`src/design/fixed_point_newton_sqrt_defines.svh`:
```
// Assertion macros used by the top-level file of this block.
`ifndef FIXED_POINT_NEWTON_SQRT_DEFINES_SVH
`define FIXED_POINT_NEWTON_SQRT_DEFINES_SVH

// The consequent must hold in the same cycle as the antecedent.
`define FNS_ASSERT_SAME(label, clk, rst_n, ante, cons) \
    label: assert property (@(posedge clk) disable iff (!rst_n) (ante) |-> (cons)) \
        else $error("fnsqrt check failed");

// The consequent must hold in the cycle after the antecedent.
`define FNS_ASSERT_NEXT(label, clk, rst_n, ante, cons) \
    label: assert property (@(posedge clk) disable iff (!rst_n) (ante) |=> (cons)) \
        else $error("fnsqrt check failed");

`endif

```
`src/design/fnsqrt_pkg.sv`:
```
`timescale 1ns / 1ps

package fnsqrt_pkg;

    localparam int FracBits      = 5;
    localparam int MaxIterations = 48;
    localparam int RadW          = 32;
    localparam int QuotW         = RadW + FracBits;
    localparam int DivCntW       = $clog2(QuotW);
    localparam int IterW         = $clog2(MaxIterations);

    localparam int SmallLimit    = 1000;
    localparam int SmallShift    = 4;
    localparam int LargeShift    = 8;
    localparam int ConvergedDiff = 1;

    localparam logic [RadW-1:0] FixedOne = RadW'(1) << FracBits;

    typedef struct packed {
        logic load_item;
        logic div_start;
        logic div_run;
        logic step;
        logic out_load;
    } t_dp_cmd;

    typedef struct packed {
        logic div_last;
        logic converged;
    } t_dp_sts;

    // Starting guess: a coarse shift of the raw value, never below 1.0.
    function automatic logic [RadW-1:0] seed_guess(input logic [RadW-1:0] rad);
        logic [RadW-1:0] s;
        if (rad < RadW'(SmallLimit)) begin
            s = rad >> SmallShift;
        end else begin
            s = rad >> LargeShift;
        end
        if (s < FixedOne) begin
            s = FixedOne;
        end
        return s;
    endfunction

endpackage

```
`src/design/fnsqrt_dp.sv`:
```
`timescale 1ns / 1ps

module fnsqrt_dp (
    input  logic                             i_clk,
    input  fnsqrt_pkg::t_dp_cmd              i_cmd,
    input  logic [fnsqrt_pkg::RadW-1:0]      i_rad,
    output fnsqrt_pkg::t_dp_sts              o_sts,
    output logic [fnsqrt_pkg::RadW-1:0]      o_root,
    output logic                             o_capped
);

    logic [fnsqrt_pkg::RadW-1:0]    r_rad;
    logic [fnsqrt_pkg::RadW-1:0]    r_guess;
    logic [fnsqrt_pkg::QuotW-1:0]   r_dvd;
    logic [fnsqrt_pkg::RadW-1:0]    r_rem;
    logic [fnsqrt_pkg::DivCntW-1:0] r_cnt;
    logic                           r_conv;
    logic [fnsqrt_pkg::RadW-1:0]    r_out_root;
    logic                           r_out_capped;

    logic [fnsqrt_pkg::RadW:0]      w_rem_sh;
    logic [fnsqrt_pkg::RadW:0]      w_rem_sub;
    logic                           w_fits;
    logic [fnsqrt_pkg::QuotW-1:0]   w_quot;
    logic [fnsqrt_pkg::QuotW:0]     w_sum;
    logic [fnsqrt_pkg::RadW-1:0]    w_new;
    logic [fnsqrt_pkg::RadW-1:0]    w_diff;
    logic                           w_conv;

    // Restoring division, one quotient bit per cycle. The dividend shifts out
    // of r_dvd from the top while the quotient bits shift in at the bottom.
    assign w_rem_sh  = {r_rem, r_dvd[fnsqrt_pkg::QuotW-1]};
    assign w_rem_sub = w_rem_sh - {1'b0, r_guess};
    assign w_fits    = (w_rem_sh >= {1'b0, r_guess});

    // A zero divisor gives an all-ones 32-bit quotient.
    assign w_quot = (r_guess == '0) ? fnsqrt_pkg::QuotW'({fnsqrt_pkg::RadW{1'b1}}) : r_dvd;
    assign w_sum  = {1'b0, fnsqrt_pkg::QuotW'(r_guess)} + {1'b0, w_quot};
    assign w_new  = w_sum[fnsqrt_pkg::RadW:1];
    assign w_diff = r_guess - w_new;
    assign w_conv = (w_diff <= fnsqrt_pkg::RadW'(fnsqrt_pkg::ConvergedDiff));

    always_ff @(posedge i_clk) begin
        if (i_cmd.load_item) begin
            r_rad   <= i_rad;
            r_guess <= fnsqrt_pkg::seed_guess(i_rad);
        end
        if (i_cmd.div_start) begin
            r_dvd <= fnsqrt_pkg::QuotW'(r_rad) << fnsqrt_pkg::FracBits;
            r_rem <= '0;
            r_cnt <= '0;
        end else if (i_cmd.div_run) begin
            r_dvd <= {r_dvd[fnsqrt_pkg::QuotW-2:0], w_fits};
            r_rem <= w_fits ? w_rem_sub[fnsqrt_pkg::RadW-1:0]
                            : w_rem_sh[fnsqrt_pkg::RadW-1:0];
            r_cnt <= r_cnt + fnsqrt_pkg::DivCntW'(1);
        end
        if (i_cmd.step) begin
            r_guess <= w_new;
            r_conv  <= w_conv;
        end
        if (i_cmd.out_load) begin
            r_out_root   <= r_guess;
            r_out_capped <= ~r_conv;
        end
    end

    assign o_sts.div_last  = (r_cnt == fnsqrt_pkg::DivCntW'(fnsqrt_pkg::QuotW - 1));
    assign o_sts.converged = w_conv;
    assign o_root          = r_out_root;
    assign o_capped        = r_out_capped;

endmodule

```
`src/design/fnsqrt_ctrl.sv`:
```
`timescale 1ns / 1ps

module fnsqrt_ctrl (
    input  logic                i_clk,
    input  logic                i_rst_n,
    input  logic                i_in_valid,
    output logic                o_in_ready,
    input  logic                i_out_ready,
    output logic                o_out_valid,
    input  fnsqrt_pkg::t_dp_sts i_sts,
    output fnsqrt_pkg::t_dp_cmd o_cmd
);

    localparam logic [2:0] S_IDLE = 3'd0;
    localparam logic [2:0] S_LOAD = 3'd1;
    localparam logic [2:0] S_DIV  = 3'd2;
    localparam logic [2:0] S_STEP = 3'd3;
    localparam logic [2:0] S_FIN  = 3'd4;

    logic [2:0]                   r_state;
    logic [2:0]                   n_state;
    logic [fnsqrt_pkg::IterW-1:0] r_iter;
    logic [fnsqrt_pkg::IterW-1:0] n_iter;
    logic                         r_out_valid;
    logic                         n_out_valid;
    logic                         w_at_cap;

    assign w_at_cap = (r_iter == fnsqrt_pkg::IterW'(fnsqrt_pkg::MaxIterations - 1));

    always_comb begin
        n_state = r_state;
        n_iter  = r_iter;
        o_cmd   = '0;
        case (r_state)
            S_IDLE: begin
                if (i_in_valid) begin
                    o_cmd.load_item = 1'b1;
                    n_iter          = '0;
                    n_state         = S_LOAD;
                end
            end
            S_LOAD: begin
                o_cmd.div_start = 1'b1;
                n_state         = S_DIV;
            end
            S_DIV: begin
                o_cmd.div_run = 1'b1;
                if (i_sts.div_last) begin
                    n_state = S_STEP;
                end
            end
            S_STEP: begin
                o_cmd.step = 1'b1;
                if (i_sts.converged || w_at_cap) begin
                    n_state = S_FIN;
                end else begin
                    n_iter  = r_iter + fnsqrt_pkg::IterW'(1);
                    n_state = S_LOAD;
                end
            end
            S_FIN: begin
                // Wait here only while the previous result is still unclaimed.
                if (!r_out_valid || i_out_ready) begin
                    o_cmd.out_load = 1'b1;
                    n_state        = S_IDLE;
                end
            end
            default: begin
                n_state = S_IDLE;
            end
        endcase
    end

    always_comb begin
        if (o_cmd.out_load) begin
            n_out_valid = 1'b1;
        end else if (i_out_ready) begin
            n_out_valid = 1'b0;
        end else begin
            n_out_valid = r_out_valid;
        end
    end

    always_ff @(posedge i_clk) begin
        if (!i_rst_n) begin
            r_state     <= S_IDLE;
            r_iter      <= '0;
            r_out_valid <= 1'b0;
        end else begin
            r_state     <= n_state;
            r_iter      <= n_iter;
            r_out_valid <= n_out_valid;
        end
    end

    assign o_in_ready  = (r_state == S_IDLE);
    assign o_out_valid = r_out_valid;

endmodule

```
`src/design/fixed_point_newton_sqrt.sv`:
```
`timescale 1ns / 1ps
// Channel | Direction | Handshake               | Payload
// s       | in        | i_s_tvalid / o_s_tready | i_s_tdata: radicand [31:0]
// m       | out       | o_m_tvalid / i_m_tready | o_m_tdata: root [31:0]; o_m_tuser: capped
//
// Each Newton step loads the shared bit-serial divider, runs it over every
// quotient bit and then updates the guess. An item runs from 1 to 48 steps,
// ending early once the guess converges. Reset is synchronous and active
// low; it clears the controller and empties the output register. A stalled
// result holds in the output register while the next transaction is taken
// and worked on; only its hand-off waits.

`include "fixed_point_newton_sqrt_defines.svh"

module fixed_point_newton_sqrt (
    input  logic                          i_clk,
    input  logic                          i_rst_n,
    input  logic                          i_s_tvalid,
    output logic                          o_s_tready,
    input  logic [fnsqrt_pkg::RadW-1:0]   i_s_tdata,   // [31:0] radicand
    output logic                          o_m_tvalid,
    input  logic                          i_m_tready,
    output logic [fnsqrt_pkg::RadW-1:0]   o_m_tdata,   // [31:0] root
    output logic                          o_m_tuser    // [0] capped
);

    fnsqrt_pkg::t_dp_cmd w_cmd;
    fnsqrt_pkg::t_dp_sts w_sts;

    fnsqrt_ctrl u_ctrl (
        .i_clk       (i_clk),
        .i_rst_n     (i_rst_n),
        .i_in_valid  (i_s_tvalid),
        .o_in_ready  (o_s_tready),
        .i_out_ready (i_m_tready),
        .o_out_valid (o_m_tvalid),
        .i_sts       (w_sts),
        .o_cmd       (w_cmd)
    );

    fnsqrt_dp u_dp (
        .i_clk    (i_clk),
        .i_cmd    (w_cmd),
        .i_rad    (i_s_tdata),
        .o_sts    (w_sts),
        .o_root   (o_m_tdata),
        .o_capped (o_m_tuser)
    );

    `FNS_ASSERT_NEXT(a_busy_after_accept, i_clk, i_rst_n, i_s_tvalid && o_s_tready, !o_s_tready)
    `FNS_ASSERT_SAME(a_valid_from_load, i_clk, i_rst_n, $rose(o_m_tvalid), $past(w_cmd.out_load))
    `FNS_ASSERT_SAME(a_no_overwrite, i_clk, i_rst_n, w_cmd.out_load, !o_m_tvalid || i_m_tready)

endmodule

```
`config.mk`:
```
export PLATFORM = sky130hd
export DESIGN_NAME = fixed_point_newton_sqrt
export DESIGN_NICKNAME = d
export VERILOG_FILES = /design/src/design/fnsqrt_pkg.sv /design/src/design/fnsqrt_dp.sv /design/src/design/fnsqrt_ctrl.sv /design/src/design/fixed_point_newton_sqrt.sv
export VERILOG_INCLUDE_DIRS = /design/src /design/src/design
export SDC_FILE = /design/constraint.sdc
export NUM_CORES = 1
export LEC_CHECK = 0
export BUFFER_PORTS_ARGS = -buffer_cell sky130_fd_sc_hd__buf_4
export CORE_MARGIN = 4
export CORE_UTILIZATION = 40
export CTS_CLUSTER_DIAMETER = 50
export DETAILED_ROUTE_END_ITERATION = 7
export HOLD_SLACK_MARGIN = 0.05
export PLACE_DENSITY = 0.62
export SKIP_CTS_REPAIR_TIMING = 1
export SYNTH_ARGS = -nofsm -noshare
export SYNTH_HDL_FRONTEND = slang
export SYNTH_SLANG_ARGS = --single-unit
```
`constraint.sdc`:
```
create_clock -name i_clk -period 15.87 [get_ports i_clk]
set_input_delay 0.7935 -clock i_clk [delete_from_list [all_inputs] [get_ports i_clk]]
set_output_delay 0.7935 -clock i_clk [all_outputs]
set_load 0.02 [all_outputs]
```
-- Word-level counts from Yosys, hierarchy flattened
Cells that the tools add are included.
- flip-flop bits (word level): 183
- bits of input ports: 36
- output and inout port bits: 35
- logic and storage cells: 69
- add/subtract/negate cells: 5
- order comparisons: 4
- equality and inequality tests: 10
- muxes and demuxes: 26
- bitwise logic cells: 1
- reductions and logical operators: 11
- operator list (operator ; count):
    32-bit two-way mux ; 5
    37-bit two-way mux ; 2
    32-bit subtractor ; 2
    32-bit by 33-bit adder with 33-bit output ; 1
    33-bit by 32-bit greater-or-equal comparator with 1-bit output ; 1
    33-bit two-way mux ; 1
    32-bit by 1-bit less-or-equal comparator with 1-bit output (second input constant) ; 1
    32-bit zero test ; 1
    32-bit by 10-bit less-than comparator with 1-bit output (second input constant) ; 1
    32-bit by 6-bit less-than comparator with 1-bit output (second input constant) ; 1
    28-bit two-way mux ; 1
    3-bit one-hot mux with 5 select lines ; 1
    6-bit by 1-bit adder with 6-bit output (second input constant) ; 2
    6-bit equality test (second input constant) ; 2
    3-bit two-way mux ; 4
    6-bit two-way mux ; 2
    6-bit one-hot mux with 2 select lines ; 1
    1-bit two-way mux ; 9
    2-bit nonzero test ; 4
    3-bit by 2-bit equality test with 1-bit output (second input constant) ; 2
    3-bit AND reduction ; 2
    2-bit by 1-bit inequality test with 1-bit output (second input constant) ; 2
    2-bit inequality test (second input constant) ; 2
    3-bit by 1-bit equality test with 1-bit output (second input constant) ; 1
    5 further kinds ; 6

-- Longest topological paths before layout
- word-level depth: 8
- depth in mapped cells: 37
- depth with buffers taken out: 34

-- Hierarchy
Synthesis repeated with hierarchy kept, for this count alone.
- cell total of the unflattened synthesis: 1351
- area, all modules: 12335.6 sq um
- modules (own cells, without submodules) (module ; instances ; cells each ; area each (sq um) ; seq. area each (sq um)):
    fnsqrt_dp ; 1 ; 1282 ; 11715.0 ; 4764.6
    fnsqrt_ctrl ; 1 ; 69 ; 620.6 ; 200.2

-- Least setup slack after synthesis
No wires, ideal clock.
- path kind: reg-to-reg
- start: reg u_dp.r_guess[22] (netlist bit)
- end: reg u_dp.r_conv, data pin
- setup time: 0.182 ns
- data arrival time: 6.934 ns
- required time: 15.688 ns
- slack: 8.754 ns
- stages on the path, launching flop included: 36
- path buffers: 3
- period minus slack after synthesis: 7.116 ns
- cell sequence: edfxtp_1 > buf_2 > nor4_1 > nand2_1 > nor4_1 > clkbuf_1 > or2_2 > ha_1 > buf_2 > a21oi_1 > a21oi_1 > o41ai_2 > a31o_2 > a211o_1 > a21boi_0 > o21ai_0 > a21oi_1 > o21ai_0 > a21oi_1 > o31ai_1 > nand2_1 > ha_1 > inv_1 > o21ai_0 > or3b_2 > a2111oi_0 > o2111ai_1 > nor4_1 > nand4_1 > nor4_1 > nand4_1 > nor3_1 > o2111ai_1 > nor4bb_1 > nand4_1 > nor4b_1
- longest elaborated chain between the ends: 5
- ends and longest elaborated chain (what ; line ; RTL):
    start: declaration ; fnsqrt_dp.sv:13 ; logic [fnsqrt_pkg::RadW-1:0] r_guess;
    start signal: assignment ; fnsqrt_dp.sv:46 ; r_guess <= fnsqrt_pkg::seed_guess(i_rad);
    start signal: assignment ; fnsqrt_dp.sv:59 ; r_guess <= w_new;
    32-bit zero test ; fnsqrt_dp.sv:37 ; assign w_quot = (r_guess == '0) ? fnsqrt_pkg::QuotW'({fnsqrt_pkg::RadW{1'b1}}) : r_dvd;
    33-bit two-way mux ; fnsqrt_dp.sv:37 ;
    32-bit by 33-bit adder with 33-bit output ; fnsqrt_dp.sv:38 ; assign w_sum = {1'b0, fnsqrt_pkg::QuotW'(r_guess)} + {1'b0, w_quot};
    32-bit subtractor (*) ; fnsqrt_dp.sv:40 ; assign w_diff = r_guess - w_new;
    32-bit by 1-bit less-or-equal comparator with 1-bit output (*) ; fnsqrt_dp.sv:41 ; assign w_conv = (w_diff <= fnsqrt_pkg::RadW'(fnsqrt_pkg::ConvergedDiff));
    via u_dp.w_conv ; fnsqrt_dp.sv:28 ; logic w_conv;
    end signal: assignment ; fnsqrt_dp.sv:60 ; r_conv <= w_conv;
    end: declaration ; fnsqrt_dp.sv:17 ; logic r_conv;
Mark *: on every way through the listed nets, which the timed path passes. The rest lies on a longest branch.
A chain may end at the register's enable or synchronous reset.

-- Worst setup path after layout
- start: reg u_dp.r_guess[4] (netlist bit)
- end: reg u_dp.r_conv, data pin
The elaborated chain is that of the path after synthesis.

==> impl_metrics.yaml <==
outcome:
  status: "finished, final reports clean"
setup_path:
  cp_slowest_cell: "edfxtp_1"
  cp.required_ns: 16.13
  worstSetupStartpointType: "register"
  critical-path-top-delay-family: "simple AND/OR/NAND/NOR gates"
  rrSetupSlack_ns: 7.37
  cp.arrival_ns: 8.75
  crit_path_max_fanout: 32
  max_stage_delay_ns: 0.51
  crit_type: "reg -> reg"
  crit_buf_inv: 2
  cp-end-kind: "register"
power:
  share_comb_of_total_power_pct: 65.1
  p_int_uw: 1745
  power_switching_uw: 1688
  switching_share_pct: 49.17
  ir_drop_mv: 0.1043
  share_seq_of_total_power_pct: 22.1
  p_per_area_nw_per_um2: 239.5
  clkPwrFrac_pct: 12.8
  p_leak_uw: 0.005846
  power_uw: 3433
synthesis:
  synth_edf_count: 130
  synth_top_area_share_pct: 30.51
  ys_seq_elements: 183
  synth_area_um2: 12790
  ys_seq_area_share_pct: 38.80
  avgSynthCellArea_um2: 9.192
  yosysWarnings: 0
  syn_nets: 1520
  synth_ff_type: "edfxtp_1"
  netlist_instances: 1392
  synth.top_cells.by_area: "edfxtp_1 31%, ha_1 8.7%, dfxtp_1 8.3%"
  yosysTopAreaCell: "edfxtp_1"
  async_reset_ff_share_pct: 0
  ys_types: 93
placement:
  port_buffers: 70
  place_area_um2: 13750
  gp_congestion: 0.9497
  dpl.hpwl_um: 29650
floorplan:
  coreArea_um2: 31560
  fp.dieH_um: 186.9
  die_area_um2: 34910
  num_rows: 65
  io-pin-count: 71
  die_w_um: 186.9
  initial_core_util_pct: 40.55
drt:
  drtPass1Iterations: 7
  drc: 0
  vias: 10860
  drtIter0Drc: 738
  wl_per_cell_um: 20.58
  wl_um: 38300
  vias_per_cell: 5.838
  ant_nets: 0
cts:
  cts.sinks: 183
  cts_buffers: 17
  tritoncts: "done"
  clkSlewWorstSetupHoldPaths_ns: 0.08
  ctsRootBufferMaster: "clkbuf_16"
  h-tree-depth: 4
  clk_latency_ns: 0.45
  clk_path_buf_depth: 2
timing:
  fmax_ghz: 0.1177
  drv_slew: 0
  rsz0062_at_grt: "no"
  finalCritPeriodShare_pct: 53.56
  relSlewSlack_pct: 31.80
  hold_violations: 0
  fin_setup_tns_ns: 0
  timing.final.crit_period_ns: 8.500
  finClkSkew_ns: 0.01629
  finalSetupViolCount: 0
  tightest_slew_ns: 1.023
finish:
  design_area_um2: 14330
  nFillCells: 3109
  nets: 1574
  register_area_um2: 4965
  antenna_cells: 0
  drive_gt1_share_pct: 13.30
  multi_input_area_um2: 7410
  syn_to_final_growth_pct: 12.03
grt:
  grt.overflow.total: 0
  grt_pass1_vias: 10290
  antenna_found_initial: 1
  grt_usage_pct: 21.64
  grt_pass1_wl_um: 59490
  grt_max_degree: 50
run:
  cap_violations: 0
worst_hold_path:
  hold_path_class: "reg -> reg"
-- metal layers --
layer	vias to the layer above	global-route usage, %	share of wire, %
li1	5251	-	-
met1	5199	31.08	47
met2	365	33.71	45
met3	47	3.957	5.9
met4	2	5.944	2.2
met5	-	0	0.026
-- registers in the layout, summed over array words and instances, names as in the netlist --
register / cells
u_dp.r_rem: 32
u_dp.r_rad: 32
u_ctrl.r_state: 3
u_dp.r_conv: 1
u_dp.r_cnt: 6
u_dp.o_root: 32
u_dp.r_dvd: 37
u_dp.r_guess: 32
u_ctrl.o_out_valid: 1
u_dp.o_capped: 1
u_ctrl.r_iter: 6
-- cells in the final DEF (no fill, tap or decap), drive strengths merged, types with 15 or more instances in the layout --
cell | synthesis | layout
ha | 89 | 89
nor3 | 23 | 23
nor2 | 99 | 99
o21a | 18 | 18
clkbuf | 34 | 18
or2 | 44 | 44
a22o | 38 | 38
nor2b | 15 | 15
nand2b | 20 | 20
o21ai | 99 | 99
xor2 | 31 | 31
buf | 12 | 81
inv | 70 | 77
nor4 | 22 | 22
a21o | 35 | 35
and3 | 18 | 18
xnor2 | 42 | 42
edfxtp | 130 | 130
nand3 | 36 | 36
a21oi | 114 | 114
dfxtp | 53 | 53
nand2 | 146 | 146
-- worst min-delay path, stage by stage (launching register included) --
cell	delay (ns)
dfxtp_1	0.32
nand2_1	0.05
mux2i_1	0.05
-- synthesized netlist by cell type, types with 35 or more instances --
cell type  number
nor2_1         99
o21ai_0        90
a21oi_1       111
edfxtp_1      130
xnor2_1        41
nand3_1        35
nand2_1       146
a21o_1         35
a22o_1         38
or2_2          40
inv_1          70
ha_1           89
dfxtp_1        53
-- worst paths after layout --
path	start	to	cells past startpoint
worst max-delay path	u_dp.r_guess[4]	u_dp.r_conv	34
worst min-delay path	u_ctrl.r_iter[3]	u_ctrl.r_iter[3]	2
worst min register to register	u_ctrl.r_iter[3]	u_ctrl.r_iter[3]	2
worst max register to register	u_dp.r_guess[4]	u_dp.r_conv	34
-- cell type report --
cell class,instances,area share (%)
multi-input cells,1093,51.69
flip-flops and latches,183,34.64
repair buffers,81,4.242
well taps,402,3.509
clock buffers,18,2.994
inverters,70,1.833
clock inverters,14,1.091
-- metrics by stage --
step	std cells	util, %	hold slack, ns	worst slack, ns
after floorplan	1392	-	0.4413	8.754
after global placement	1829	43.57	0.4504	7.860
after detailed placement	1829	43.57	0.4612	7.559
after CTS	1861	45.42	0.4736	7.506
after global routing	1861	45.42	0.4858	6.602
final	1861	45.42	0.4706	7.370
-- power by group through the flow --
stage	logic, uW	clock network (uW)	registers, uW
after floorplan	1700	0	718
after global placement	2190	0	761
after detailed placement	2200	0	765
after CTS	2210	447	756
after global routing	2470	470	771
final	2240	440	758
-- cell families after synthesis --
kind of cell | after synthesis | synth area share [%]
compound gates | 416 | 21.95
xor+xnor | 75 | 5.408
fa+ha+maj | 94 | 9.339
buf+inv | 116 | 3.501
flops | 183 | 38.80
mux | 13 | 1.125
simple gates | 495 | 19.87
Power figures use the tool's default switching activity.
